<file path="src/cbf_pkg.sv">
`timescale 1ns / 1ps
package cbf_pkg;

	localparam logic OP_START = 1'b0;
	localparam logic OP_DATA  = 1'b1;

	localparam logic [1:0] TYPE_ML = 2'd2;

	localparam logic [1:0] REG_LONG_LEADER  = 2'd0;
	localparam logic [1:0] REG_SHORT_LEADER = 2'd1;
	localparam logic [1:0] REG_MAX_BLOCK    = 2'd2;

	localparam logic [7:0] LONG_LEADER_RST  = 8'd90;
	localparam logic [7:0] SHORT_LEADER_RST = 8'd10;
	localparam logic [7:0] MAX_BLOCK_RST    = 8'd255;

	localparam int NAME_MAX       = 8;
	localparam int NAME_BITS      = 8 * NAME_MAX;
	localparam int HDR_FIELD_BYTES = 17;

	localparam logic [7:0] BYTE_LEADER   = 8'hff;
	localparam logic [7:0] BYTE_SYNC1    = 8'h01;
	localparam logic [7:0] BYTE_SYNC2    = 8'h3c;
	localparam logic [7:0] BYTE_HDR_TYPE = 8'h00;
	localparam logic [7:0] BYTE_BLK_TYPE = 8'h01;
	localparam logic [7:0] BYTE_HDR_LEN  = 8'h14;
	localparam logic [7:0] BYTE_SPACE    = 8'h20;
	localparam logic [7:0] BYTE_SIGN     = 8'h80;
	localparam logic [7:0] BYTE_ZERO     = 8'h00;
	localparam logic [7:0] TRAIL_LEN     = 8'd4;

	typedef struct packed {
		logic                 operation;
		logic [NAME_BITS-1:0] file_name;
		logic [1:0]           file_type;
		logic [23:0]          total_length;
		logic [7:0]           data_byte;
	} item_t;

	typedef struct packed {
		logic [7:0] out_byte;
		logic [7:0] repeat_count;
		logic       run_last;
	} result_t;

	// one unit of work for the run sequencer
	typedef struct packed {
		logic                 is_header;
		logic [NAME_BITS-1:0] file_name;
		logic [1:0]           file_type;
		logic                 start_blk;
		logic                 end_blk;
		logic                 footer;
		logic [7:0]           blk_len;
		logic [7:0]           data_byte;
		logic [7:0]           lead;
		logic [7:0]           lead_foot;
	} cmd_t;

	typedef struct packed {
		logic cmd_push;
		logic in_file;
	} front_stat_t;

	typedef struct packed {
		logic cmd_pop;
		logic run_load;
		logic run_last;
	} back_stat_t;

endpackage

</file>
<file path="src/cbf_front.sv">
`timescale 1ns / 1ps
module cbf_front import cbf_pkg::*; #(
	parameter int LENGTH_BITS = 24
) (
	input  logic        clk,
	input  logic        arst_n,
	input  logic        push,
	input  item_t       item,
	input  logic        cmd_full,
	input  logic        cfg_we,
	input  logic [1:0]  cfg_index,
	input  logic [7:0]  cfg_data,
	output cmd_t        cmd,
	output front_stat_t stat
);

	logic [7:0]             long_lead_q, short_lead_q, max_blk_q;
	logic [1:0]             type_q;
	logic [LENGTH_BITS-1:0] rem_q;
	logic [7:0]             len_q, pos_q;
	logic                   done_q;

	logic                   accept, in_file, first, is_ml, blk_end;
	logic [31:0]            total_ext;
	logic [LENGTH_BITS-1:0] total_len, lim_ext;
	logic [7:0]             lim, n_new, blk_n, pos_nxt;

	assign accept    = push && !cmd_full;
	assign in_file   = rem_q != '0;
	assign first     = pos_q == 8'd0;
	assign is_ml     = type_q == TYPE_ML;
	assign total_ext = {8'd0, item.total_length};
	assign total_len = total_ext[LENGTH_BITS-1:0];
	assign lim       = (max_blk_q == 8'd0) ? 8'd1 : max_blk_q;
	assign lim_ext   = LENGTH_BITS'(lim);
	assign n_new     = (rem_q < lim_ext) ? rem_q[7:0] : lim;
	assign blk_n     = first ? n_new : len_q;
	assign pos_nxt   = pos_q + 8'd1;
	assign blk_end   = pos_nxt >= blk_n;

	always_comb begin
		cmd = '0;
		if (item.operation == OP_START) begin
			cmd.is_header = 1'b1;
			cmd.file_name = item.file_name;
			cmd.file_type = item.file_type;
			cmd.lead      = long_lead_q;
			cmd.lead_foot = (item.file_type == TYPE_ML) ? short_lead_q : long_lead_q;
			cmd.footer    = total_len == '0;
		end else begin
			cmd.file_type = type_q;
			cmd.start_blk = first;
			cmd.end_blk   = blk_end;
			cmd.footer    = rem_q == LENGTH_BITS'(1);
			cmd.blk_len   = blk_n;
			cmd.data_byte = item.data_byte;
			// later machine-code blocks take the short leader
			cmd.lead      = (is_ml && done_q) ? short_lead_q : long_lead_q;
			cmd.lead_foot = is_ml ? short_lead_q : long_lead_q;
		end
	end

	assign stat.cmd_push = accept && (item.operation == OP_START || in_file);
	assign stat.in_file  = in_file;

	always_ff @(posedge clk or negedge arst_n) begin
		if (!arst_n) begin
			long_lead_q  <= LONG_LEADER_RST;
			short_lead_q <= SHORT_LEADER_RST;
			max_blk_q    <= MAX_BLOCK_RST;
		end else if (cfg_we) begin
			unique case (cfg_index)
				REG_LONG_LEADER:  long_lead_q  <= cfg_data;
				REG_SHORT_LEADER: short_lead_q <= cfg_data;
				REG_MAX_BLOCK:    max_blk_q    <= cfg_data;
				default: ;
			endcase
		end
	end

	always_ff @(posedge clk or negedge arst_n) begin
		if (!arst_n) begin
			type_q <= '0;
			rem_q  <= '0;
			len_q  <= '0;
			pos_q  <= '0;
			done_q <= 1'b0;
		end else if (accept) begin
			if (item.operation == OP_START) begin
				type_q <= item.file_type;
				rem_q  <= total_len;
				len_q  <= '0;
				pos_q  <= '0;
				done_q <= 1'b0;
			end else if (in_file) begin
				len_q <= blk_n;
				rem_q <= rem_q - LENGTH_BITS'(1);
				if (blk_end) begin
					pos_q  <= '0;
					done_q <= 1'b1;
				end else begin
					pos_q <= pos_nxt;
				end
			end
		end
	end

endmodule

</file>
<file path="src/cbf_cmd_fifo.sv">
`timescale 1ns / 1ps
module cbf_cmd_fifo import cbf_pkg::*; (
	input  logic       clk,
	input  logic       arst_n,
	input  logic       wr,
	input  cmd_t       wr_cmd,
	input  back_stat_t bk_stat,
	output cmd_t       rd_cmd,
	output logic       full,
	output logic       avail
);

	cmd_t       ent_q [2];
	logic       wr_ptr_q, rd_ptr_q;
	logic [1:0] cnt_q;
	logic       rd;

	assign full   = cnt_q == 2'd2;
	assign avail  = cnt_q != 2'd0;
	assign rd     = bk_stat.cmd_pop && avail;
	assign rd_cmd = ent_q[rd_ptr_q];

	always_ff @(posedge clk) begin
		if (wr && !full) begin
			ent_q[wr_ptr_q] <= wr_cmd;
		end
	end

	always_ff @(posedge clk or negedge arst_n) begin
		if (!arst_n) begin
			wr_ptr_q <= 1'b0;
			rd_ptr_q <= 1'b0;
			cnt_q    <= 2'd0;
		end else begin
			if (wr && !full) begin
				wr_ptr_q <= !wr_ptr_q;
			end
			if (rd) begin
				rd_ptr_q <= !rd_ptr_q;
			end
			cnt_q <= cnt_q + 2'((wr && !full) ? 1 : 0) - 2'(rd ? 1 : 0);
		end
	end

endmodule

</file>
<file path="src/cbf_back.sv">
`timescale 1ns / 1ps
module cbf_back import cbf_pkg::*; #(
	parameter int NAME_CHARS = 8
) (
	input  logic       clk,
	input  logic       arst_n,
	input  cmd_t       cmd,
	input  logic       avail,
	input  logic       pop,
	output result_t    result,
	output logic       empty,
	output back_stat_t stat
);

	localparam logic [4:0] S_BEGIN  = 5'd0;
	localparam logic [4:0] S_HLEAD  = 5'd1;
	localparam logic [4:0] S_HSYNC1 = 5'd2;
	localparam logic [4:0] S_HSYNC2 = 5'd3;
	localparam logic [4:0] S_HTYP   = 5'd4;
	localparam logic [4:0] S_HLEN   = 5'd5;
	localparam logic [4:0] S_HNAME  = 5'd6;
	localparam logic [4:0] S_HFT    = 5'd7;
	localparam logic [4:0] S_HFL1   = 5'd8;
	localparam logic [4:0] S_HFL2   = 5'd9;
	localparam logic [4:0] S_HZERO  = 5'd10;
	localparam logic [4:0] S_CSUM   = 5'd11;
	localparam logic [4:0] S_TRAIL  = 5'd12;
	localparam logic [4:0] S_BLEAD  = 5'd13;
	localparam logic [4:0] S_BSYNC1 = 5'd14;
	localparam logic [4:0] S_BSYNC2 = 5'd15;
	localparam logic [4:0] S_BTYP   = 5'd16;
	localparam logic [4:0] S_BLEN   = 5'd17;
	localparam logic [4:0] S_BYTE   = 5'd18;
	localparam logic [4:0] S_FLEAD  = 5'd19;
	localparam logic [4:0] S_FSYNC1 = 5'd20;
	localparam logic [4:0] S_FSYNC2 = 5'd21;
	localparam logic [4:0] S_FFF1   = 5'd22;
	localparam logic [4:0] S_F00    = 5'd23;
	localparam logic [4:0] S_FFF2   = 5'd24;
	localparam logic [4:0] S_FTRAIL = 5'd25;

	logic [4:0]  step_q, cur, nxt;
	logic [3:0]  idx_q;
	logic [7:0]  sum_q;
	result_t     out_q;
	logic        out_valid_q;

	logic [7:0]  chars [NAME_MAX];
	logic [7:0]  ch, flag, rb, rc;
	logic [15:0] prod;
	logic        ch_ok, add_sum, clr_sum, fin, idx_inc, idx_clr;
	logic        emit, take, go;

	always_comb begin
		for (int k = 0; k < NAME_MAX; k++) begin
			chars[k] = cmd.file_name[NAME_BITS-1-8*k -: 8];
		end
	end

	assign ch    = (idx_q < 4'(NAME_CHARS)) ? chars[idx_q[2:0]] : BYTE_ZERO;
	assign ch_ok = (idx_q < 4'(NAME_CHARS)) && (ch > BYTE_SPACE) && (ch < BYTE_SIGN);
	assign flag  = (cmd.file_type == TYPE_ML) ? BYTE_ZERO : BYTE_LEADER;

	always_comb begin
		if (step_q == S_BEGIN) begin
			cur = cmd.is_header ? S_HLEAD : (cmd.start_blk ? S_BLEAD : S_BYTE);
		end else begin
			cur = step_q;
		end
	end

	always_comb begin
		rb      = BYTE_ZERO;
		rc      = 8'd0;
		add_sum = 1'b0;
		clr_sum = 1'b0;
		fin     = 1'b0;
		idx_inc = 1'b0;
		idx_clr = 1'b0;
		nxt     = cur;
		unique case (cur)
			S_HLEAD: begin
				rb = BYTE_LEADER; rc = cmd.lead; nxt = S_HSYNC1;
			end
			S_HSYNC1: begin
				rb = BYTE_SYNC1; rc = 8'd1; nxt = S_HSYNC2;
			end
			S_HSYNC2: begin
				rb = BYTE_SYNC2; rc = 8'd1; nxt = S_HTYP;
			end
			S_HTYP: begin
				rb = BYTE_HDR_TYPE; rc = 8'd1; add_sum = 1'b1; clr_sum = 1'b1;
				idx_clr = 1'b1; nxt = S_HLEN;
			end
			S_HLEN: begin
				rb = BYTE_HDR_LEN; rc = 8'd1; add_sum = 1'b1; nxt = S_HNAME;
			end
			S_HNAME: begin
				add_sum = 1'b1;
				if (ch_ok) begin
					rb = ch; rc = 8'd1; idx_inc = 1'b1;
				end else begin
					// pad the rest of the name with spaces
					rb  = BYTE_SPACE;
					rc  = 8'(NAME_CHARS) - {4'd0, idx_q};
					nxt = S_HFT;
				end
			end
			S_HFT: begin
				rb = {6'd0, cmd.file_type}; rc = 8'd1; add_sum = 1'b1; nxt = S_HFL1;
			end
			S_HFL1: begin
				rb = flag; rc = 8'd1; add_sum = 1'b1; nxt = S_HFL2;
			end
			S_HFL2: begin
				rb = flag; rc = 8'd1; add_sum = 1'b1; nxt = S_HZERO;
			end
			S_HZERO: begin
				rb = BYTE_ZERO; rc = 8'(HDR_FIELD_BYTES - NAME_CHARS); add_sum = 1'b1;
				nxt = S_CSUM;
			end
			S_CSUM: begin
				rb = sum_q; rc = 8'd1; nxt = S_TRAIL;
			end
			S_TRAIL: begin
				rb = BYTE_ZERO; rc = TRAIL_LEN;
				if (cmd.footer) nxt = S_FLEAD;
				else fin = 1'b1;
			end
			S_BLEAD: begin
				rb = BYTE_LEADER; rc = cmd.lead; nxt = S_BSYNC1;
			end
			S_BSYNC1: begin
				rb = BYTE_SYNC1; rc = 8'd1; nxt = S_BSYNC2;
			end
			S_BSYNC2: begin
				rb = BYTE_SYNC2; rc = 8'd1; nxt = S_BTYP;
			end
			S_BTYP: begin
				rb = BYTE_BLK_TYPE; rc = 8'd1; add_sum = 1'b1; clr_sum = 1'b1; nxt = S_BLEN;
			end
			S_BLEN: begin
				rb = cmd.blk_len; rc = 8'd1; add_sum = 1'b1; nxt = S_BYTE;
			end
			S_BYTE: begin
				rb = cmd.data_byte; rc = 8'd1; add_sum = 1'b1;
				if (cmd.end_blk) nxt = S_CSUM;
				else if (cmd.footer) nxt = S_FLEAD;
				else fin = 1'b1;
			end
			S_FLEAD: begin
				rb = BYTE_LEADER; rc = cmd.lead_foot; nxt = S_FSYNC1;
			end
			S_FSYNC1: begin
				rb = BYTE_SYNC1; rc = 8'd1; nxt = S_FSYNC2;
			end
			S_FSYNC2: begin
				rb = BYTE_SYNC2; rc = 8'd1; nxt = S_FFF1;
			end
			S_FFF1: begin
				rb = BYTE_LEADER; rc = 8'd1; nxt = S_F00;
			end
			S_F00: begin
				rb = BYTE_ZERO; rc = 8'd1; nxt = S_FFF2;
			end
			S_FFF2: begin
				rb = BYTE_LEADER; rc = 8'd1; nxt = S_FTRAIL;
			end
			S_FTRAIL: begin
				rb = BYTE_ZERO; rc = TRAIL_LEN; fin = 1'b1;
			end
			default: begin
				nxt = S_BEGIN;
			end
		endcase
	end

	// a run of zero length is skipped without using the output stage
	assign emit = rc != 8'd0;
	assign take = pop && out_valid_q;
	assign go   = avail && (!out_valid_q || take || !emit);
	assign prod = rb * rc;

	assign stat.cmd_pop  = go && fin;
	assign stat.run_load = go && emit;
	assign stat.run_last = fin;

	assign result = out_q;
	assign empty  = !out_valid_q;

	always_ff @(posedge clk) begin
		if (go && emit) begin
			out_q.out_byte     <= rb;
			out_q.repeat_count <= rc;
			out_q.run_last     <= fin;
		end
	end

	always_ff @(posedge clk or negedge arst_n) begin
		if (!arst_n) begin
			step_q      <= S_BEGIN;
			idx_q       <= '0;
			sum_q       <= '0;
			out_valid_q <= 1'b0;
		end else begin
			if (go && emit) begin
				out_valid_q <= 1'b1;
			end else if (take) begin
				out_valid_q <= 1'b0;
			end
			if (go) begin
				step_q <= fin ? S_BEGIN : nxt;
				if (idx_clr) idx_q <= '0;
				else if (idx_inc) idx_q <= idx_q + 4'd1;
				if (add_sum) sum_q <= (clr_sum ? 8'd0 : sum_q) + prod[7:0];
			end
		end
	end

endmodule

</file>
<file path="src/cassette_block_framer.sv">
`timescale 1ns / 1ps
// Tape image framer for the cassette block format with sync bytes 01 3C. Each
// accepted item is turned into runs of (out_byte, repeat_count); run_last marks
// the final run of an item. A start item gives the header block, up to 19 runs,
// plus the 7-run footer when the file is empty. A data byte in the middle of a
// block gives one run, so a steady stream moves one item per clock when not
// stalled. The first byte of a block adds 5 prefix runs, the last byte 2 runs
// for checksum and trailer, the final byte of the file 7 footer runs. The run
// sequencer in the back end issues one run per clock when not stalled; a run of
// zero length (leader register 0, or a name with no padding) gives no output. A
// two-entry command queue sits between classifier and sequencer, so items keep
// being taken while a block boundary is being written out. Data items outside a
// file are taken and dropped. Write configuration only while the block is idle.
module cassette_block_framer import cbf_pkg::*; #(
	parameter int NAME_CHARS  = 8,
	parameter int LENGTH_BITS = 24
) (
	input  logic       clk,
	input  logic       arst_n,
	input  logic       push,
	output logic       full,
	input  item_t      item,
	output logic       empty,
	input  logic       pop,
	output result_t    result,
	input  logic       cfg_we,
	input  logic [1:0] cfg_index,
	input  logic [7:0] cfg_data
);

	cmd_t        fr_cmd, bk_cmd;
	front_stat_t fr_stat;
	back_stat_t  bk_stat;
	logic        cmd_avail;

	cbf_front #(
		.LENGTH_BITS(LENGTH_BITS)
	) u_front (
		.clk      (clk),
		.arst_n   (arst_n),
		.push     (push),
		.item     (item),
		.cmd_full (full),
		.cfg_we   (cfg_we),
		.cfg_index(cfg_index),
		.cfg_data (cfg_data),
		.cmd      (fr_cmd),
		.stat     (fr_stat)
	);

	cbf_cmd_fifo u_fifo (
		.clk    (clk),
		.arst_n (arst_n),
		.wr     (fr_stat.cmd_push),
		.wr_cmd (fr_cmd),
		.bk_stat(bk_stat),
		.rd_cmd (bk_cmd),
		.full   (full),
		.avail  (cmd_avail)
	);

	cbf_back #(
		.NAME_CHARS(NAME_CHARS)
	) u_back (
		.clk    (clk),
		.arst_n (arst_n),
		.cmd    (bk_cmd),
		.avail  (cmd_avail),
		.pop    (pop),
		.result (result),
		.empty  (empty),
		.stat   (bk_stat)
	);

`ifndef ASSERT_OFF
	a_no_empty_run: assert property (@(posedge clk) disable iff (!arst_n)
		!empty |-> result.repeat_count != 8'd0)
		else $error("run of zero length on the result port");

	a_last_on_retire: assert property (@(posedge clk) disable iff (!arst_n)
		bk_stat.cmd_pop |-> (bk_stat.run_load && bk_stat.run_last))
		else $error("command retired without a final run");

	a_drop_outside: assert property (@(posedge clk) disable iff (!arst_n)
		(push && !full && item.operation == OP_DATA && !fr_stat.in_file)
		|-> !fr_stat.cmd_push)
		else $error("data item outside a file produced work");
`endif

endmodule

</file>
<file path="config.mk">
export PLATFORM = sky130hd
export DESIGN_NAME = cassette_block_framer
export DESIGN_NICKNAME = d
export VERILOG_FILES = /design/src/cbf_pkg.sv /design/src/cbf_front.sv /design/src/cbf_cmd_fifo.sv /design/src/cbf_back.sv /design/src/cassette_block_framer.sv
export SDC_FILE = /design/constraint.sdc
export NUM_CORES = 1
export LEC_CHECK = 0
export BUFFER_PORTS_ARGS = -buffer_cell sky130_fd_sc_hd__buf_2
export CORE_MARGIN = 1.5
export CORE_UTILIZATION = 45
export CTS_BUF_LIST = sky130_fd_sc_hd__clkbuf_8
export DETAILED_ROUTE_END_ITERATION = 6
export PLACE_DENSITY_LB_ADDON = 0.1
export SLEW_MARGIN = 15
export SYNTH_ARGS = -nofsm -noshare
export SYNTH_HDL_FRONTEND = slang
export SYNTH_HIERARCHICAL = 1
export SYNTH_SLANG_ARGS = --single-unit
</file>
<file path="constraint.sdc">
create_clock -name clk -period 15.6 [get_ports clk]
set_input_delay 1.56 -clock clk [delete_from_list [all_inputs] [get_ports clk]]
set_output_delay 1.56 -clock clk [all_outputs]
set_load 0.03 [all_outputs]
</file>
==> impl_metrics.yaml, run 1 <==
timing:
  rsz0062_at_grt: "false"
  hold_viol_final: 0
  fin_ws_ns: 7.47
  min_period_over_period: 0.521
  fin_worst_skew_ns: 0.0264
  slew_violations: 0
  hold_slack_ns: 0.494
  worstMarginPinSlew_ns: 1.08
  fin_crit_ns: 8.13
  setup-tns-final_ns: 0
  slew_headroom: 0.278
  timing.fmax_mhz: 123
  setup-violations-final: 0
global_route:
  grt_pass1_wl_um: 61800
  grt_pass1_vias: 11000
  grt_max_degree: 81
  grt_remaining_overflow: 0
  antenna_found_initial: 0
  grt.total_usage: 0.210
floorplanning:
  rows: 70
  start_util: 0.455
  die_x_um: 195
  core_area_um2: 36400
  die-area_um2: 38000
  fp.dieH_um: 195
  pin_count: 133
layout:
  finalNetCount: 1643
  n_antenna_cell: 0
  drive_gt1_frac: 0.278
  area_delta_synth_final_pct: 12.4
critical_path:
  slowest_stage: "dfrtp_4"
  worstPathArrival_ns: 8.66
  critical_path_buf_inv_count: 4
  r2r-start: "u_fifo/rd_ptr_q"
  required_ns: 16.13
  critPathKind: "reg2reg"
  start_kind: "register"
  path_max_fanout: 64
  max_stage_delay_ns: 1.00
  timing.rr.end: "u_back/sum_q[7]"
  end_kind: "register"
  cpMostUsedCell: "fa_1"
  cp_top_family: "adder cells"
  reg2reg_depth: 24
  cp_cell_sequence: "buf_4 -> mux2_2 -> nor2b_1 -> a2111oi_0 -> a31oi_1 -> a211o_1 -> o21ba_1 -> or3_1 -> nand2_1 -> fa_1 -> fa_1 -> inv_1 -> fa_1 -> inv_1 -> fa_1 -> inv_1 -> ha_1 -> a21oi_1 -> xnor3_1 -> xnor2_2 -> xnor3_1 -> xnor2_2 -> xnor3_1 -> mux2i_1"
  r2r_setup_slack_ns: 7.47
clock_network:
  cts_inserted_buffers: 53
  clk_latency_ns: 0.61
  cts_root_buf: "clkbuf_8"
  cts_setup_buffers: 0
  cts_sinks: 310
  htreeDepth: 2
  cts_hold_buf: 0
  cts_resized: 0
  clk_pin_slew_worst_paths_ns: 0.07
  cts_tree: "built"
  clock_path_buffers: 3
route:
  wl_um: 39700
  postRouteAntennaNets: 0
  drt_iter0_markers: 1027
  viasPerCell: 5.56
  drc_errors: 0
  wl_per_cell_um: 20.0
  vias: 11000
  first_pass_iters: 6
placed_design:
  pre_cts_ws_ns: 7.46
  place.port_buffers: 132
  place_hpwl_um: 27500
  place_congestion: 0.870
worst_hold_path:
  holdPathEnd: "u_front/len_q[0]"
  hold_start: "u_front/len_q[0]"
  hold_depth: 1
  hold_class: "reg2reg"
status:
  status: "finished clean"
synth:
  syn_area_um2: 16600
  synth.net_count: 1515
  ys_warn_count: 6
  synthCells: 1343
  avgSynthCellArea_um2: 12.4
power:
  power_density_nw_per_um2: 223
  leakage_nw: 7.50
  ir_drop_mv: 0.192
run:
  maxCapViolations: 0
[final cells by class]
type / instances / area, um^2
sequential: 310 / 8880
multi-input combinational: 890 / 7080
fill: 3227 / 17800
clock buffer: 60 / 826
inverter: 69 / 259
timing repair buffer: 147 / 778
tap: 468 / 586
clock inverter: 39 / 240
[metrics by stage]
step / power, mW / instance area [um^2] / util / cells
2_1_floorplan: 2.97 / 16600 / - / 1343
3_3_place_gp: 3.42 / 17600 / 0.483 / 1884
3_5_place_dp: 3.45 / 17600 / 0.483 / 1884
4_1_cts: 4.20 / 18700 / 0.512 / 1983
5_1_grt: 4.46 / 18700 / 0.512 / 1983
6_report: 4.15 / 18700 / 0.512 / 1983
[worst register-to-register path, stage by stage (launching register included)]
cell,delay [ns]
dfrtp_4,1.00
buf_4,0.60
mux2_2,0.41
nor2b_1,0.13
a2111oi_0,0.33
a31oi_1,0.08
a211o_1,0.31
o21ba_1,0.30
or3_1,0.55
nand2_1,0.16
fa_1,0.45
fa_1,0.52
inv_1,0.05
fa_1,0.47
inv_1,0.05
fa_1,0.52
inv_1,0.04
ha_1,0.31
a21oi_1,0.18
xnor3_1,0.38
xnor2_2,0.16
xnor3_1,0.40
xnor2_2,0.18
xnor3_1,0.31
mux2i_1,0.16
[sequential cells by signal (all words and copies together) (netlist names), 2 cells and up]
signal / count
u_front/type_q: 2
u_front/len_q: 8
u_front/long_lead_q: 8
u_back/idx_q: 4
u_fifo/cnt_q: 2
u_back/sum_q: 8
u_front/pos_q: 8
u_back/result: 17
u_front/max_blk_q: 8
u_back/step_q: 5
u_front/short_lead_q: 8
u_front/rem_q: 24
u_fifo/ent_q: 204
[report_power, final]
part,internal [mW],switching (mW)
clock network,0.401,0.332
logic,0.924,1.12
registers,1.20,0.182
[layout by cell type (no fill, tap or decap), drive strengths merged, types with 8 or more instances in the layout]
master and count:
nand2 99, o2bb2ai 11, dfrtp 75, and2 17, nor4 13, a21oi 53
dfstp 14, a31oi 8, ha 40, nor2b 73, o22ai 18, nor3 20
edfxtp 221, a22oi 13, inv 97, mux2 161, buf 147, a211oi 10
fa 18, a21o 14, nand2b 24, mux4 12, and3 10, clkbuf 60
o21ai 43, mux2i 23, xor2 8, xnor2 17, nand3 23, nor2 61
[worst max-delay path by stage]
stage / to / from / slack, ns / cells after the start
2_1_floorplan: u_fifo/ent_q[0][0] / push / 8.14 / 7
3_3_place_gp: u_back/sum_q[7] / u_fifo/rd_ptr_q / 7.53 / 24
5_1_grt: u_back/sum_q[7] / u_fifo/rd_ptr_q / 7.07 / 25
4_1_cts: u_back/sum_q[7] / u_fifo/rd_ptr_q / 7.41 / 24
3_5_place_dp: u_back/sum_q[7] / u_fifo/rd_ptr_q / 7.46 / 24
6_report: u_back/sum_q[7] / u_fifo/rd_ptr_q / 7.47 / 24
[routing by layer]
metal	track usage	wire, um	vias up	part of all wire
met5	0	0	-	0
met1	0.300	18600	5446	0.47
li1	-	-	5227	-
met4	0.0548	647	0	0.016
met3	0.0390	2050	47	0.052
met2	0.328	18400	310	0.46
Note: power is estimated with default switching activity, not from simulation.
==> run 2: changes to the inputs <==
- clock period: 15.6 -> 7.73 ns (I/O delays scaled with it)
==> run 2 against run 1 <==
  * Utilization rose by 0.59 points
  * Sequential share of layout area fell by 0.54 points
  * Critical endpoint unchanged
  * Setup slack got worse by 7.1 ns
  * Power rose by 100%
  * Sequential power rose by 100%
  * Critical path depth fell by 1
  * Flip-flop and latch count did not move
  * Largest cell class unchanged
  * Critical path type unchanged
  * Die area did not move
  * Clock skew fell by 0.013 ns
  * Clock power rose by 100%
  * Cell count rose by 1.1%
  * Non-clock buffer count rose by 23
==> impl_metrics.yaml, run 2 (synthesized netlist as in run 1, its figures left out) <==
status:
  status: "finished clean"
critical_path:
  start_kind: "register"
  r2r-start: "u_fifo/rd_ptr_q"
  path_max_fanout: 18
  end_kind: "register"
  cp-startpoint: "u_fifo/rd_ptr_q"
  crit_end: "u_back/sum_q[7]"
  critPathKind: "reg2reg"
  timing.rr.end: "u_back/sum_q[7]"
  r2r_setup_slack_ns: 0.36
  required_ns: 8.27
  reg2reg_depth: 23
  worstPathArrival_ns: 7.91
route:
  drt_iter0_markers: 716
  vias: 11100
  first_pass_iters: 5
  postRouteAntennaNets: 0
  viasPerCell: 5.55
  wl_per_cell_um: 20.1
  wl_um: 40300
  drc_errors: 0
clock_network:
  clock_path_buffers: 3
  clk_pin_slew_worst_paths_ns: 0.07
  cts_resized: 0
  cts_sinks: 310
  cts_root_buf: "clkbuf_8"
  cts_setup_buffers: 0
  htreeDepth: 2
  cts_hold_buf: 0
  cts_tree: "built"
  clk_latency_ns: 0.63
  cts_inserted_buffers: 52
timing:
  slew_violations: 0
  worstMarginPinSlew_ns: 0.926
  min_period_over_period: 0.953
  timing.fmax_mhz: 136
  fin_worst_skew_ns: 0.0136
  setup-tns-final_ns: 0
  rsz0062_at_grt: "false"
  slew_headroom: 0.383
  hold_viol_final: 0
  fin_crit_ns: 7.37
  setup-violations-final: 0
global_route:
  grt_pass1_vias: 11000
  grt_remaining_overflow: 0
  grt_pass1_wl_um: 62600
  grt_max_degree: 80
  grt.total_usage: 0.212
  antenna_found_initial: 0
floorplanning:
  fp.dieH_um: 195
  pin_count: 133
  die_x_um: 195
  rows: 70
  start_util: 0.455
  die-area_um2: 38000
  core_area_um2: 36400
worst_hold_path:
  hold_class: "in2async"
placed_design:
  place_hpwl_um: 28400
  place_congestion: 0.874
  place.port_buffers: 132
  placed_cell_area_um2: 17800
power:
  leakage_nw: 7.59
  ir_drop_mv: 0.429
  power_density_nw_per_um2: 451
layout:
  finalNetCount: 1665
  area_delta_synth_final_pct: 13.7
  regMostFlops: "u_fifo/ent_q"
  final_cell_mix: "edfxtp_1, mux2_2, buf_2"
  final_design_area_no_fill_um2: 18900
  drive_gt1_frac: 0.291
  n_antenna_cell: 0
  nFillCells: 3264
  largest_reg_flops: 204
  final_common_cell: "edfxtp_1"
run:
  maxCapViolations: 0
run 2: metrics by stage:
step | std cells | hold WS (ns) | power (mW) | setup slack [ns] | utilization
final | 2005 | 0.153 | 8.51 | 0.364 | 0.518
after detailed placement | 1906 | 0.474 | 7.04 | 0.282 | 0.488
after global routing | 2005 | 0.169 | 9.15 | 0.0706 | 0.518
after floorplan | 1343 | 0.454 | 6.00 | 0.685 | -
after global placement | 1906 | 0.471 | 6.97 | 0.379 | 0.488
after CTS | 2004 | 0.120 | 8.58 | 0.267 | 0.517
run 2: layout make-up:
type	instances	area, um^2	area share
clock inverters	37	238	0.0126
multi-input cells	890	7080	0.375
clock buffers	61	840	0.0445
inverters	69	259	0.0137
flip-flops and latches	310	8880	0.471
well taps	468	586	0.0310
repair buffers	170	981	0.0520
run 2: worst min path at each step:
stage	endpoint	slack [ns]	from	depth (start not counted)
4_1_cts	u_front/len_q[6]	0.12	arst_n	1
3_3_place_gp	u_front/len_q[3]	0.47	u_front/len_q[3]	1
6_report	u_front/len_q[4]	0.15	arst_n	1
3_5_place_dp	u_front/len_q[2]	0.47	u_front/len_q[2]	1
5_1_grt	u_front/len_q[4]	0.17	arst_n	1
2_1_floorplan	u_front/type_q[1]	0.45	u_front/type_q[1]	2
run 2: layer usage:
metal,global-route usage,wire length (um),part of all wire
met1,0.307,19000,0.47
met2,0.326,18300,0.45
met3,0.0309,1930,0.048
met4,0.0795,992,0.025
met5,0,0,0
run 2: power by group:
group,leakage (nW),switching (mW),internal (mW)
combinational,3.83,2.31,1.93
sequential,3.15,0.347,2.42
clock,0.602,0.677,0.821
total,7.59,3.34,5.17
run 2: worst max-delay path, cell delays in order (launching register included):
cell	delay, ns
dfrtp_4	0.61
clkbuf_16	0.26
mux2_2	0.34
mux4_2	0.46
mux2_2	0.30
a211o_1	0.28
o21ba_1	0.22
or3_1	0.53
nand2_1	0.15
fa_1	0.44
fa_1	0.52
inv_1	0.05
fa_1	0.47
inv_1	0.05
fa_1	0.52
inv_1	0.04
ha_1	0.31
a21oi_1	0.17
xnor3_1	0.37
xnor2_2	0.16
xnor3_1	0.40
xnor2_2	0.18
xnor3_1	0.32
mux2i_1	0.13
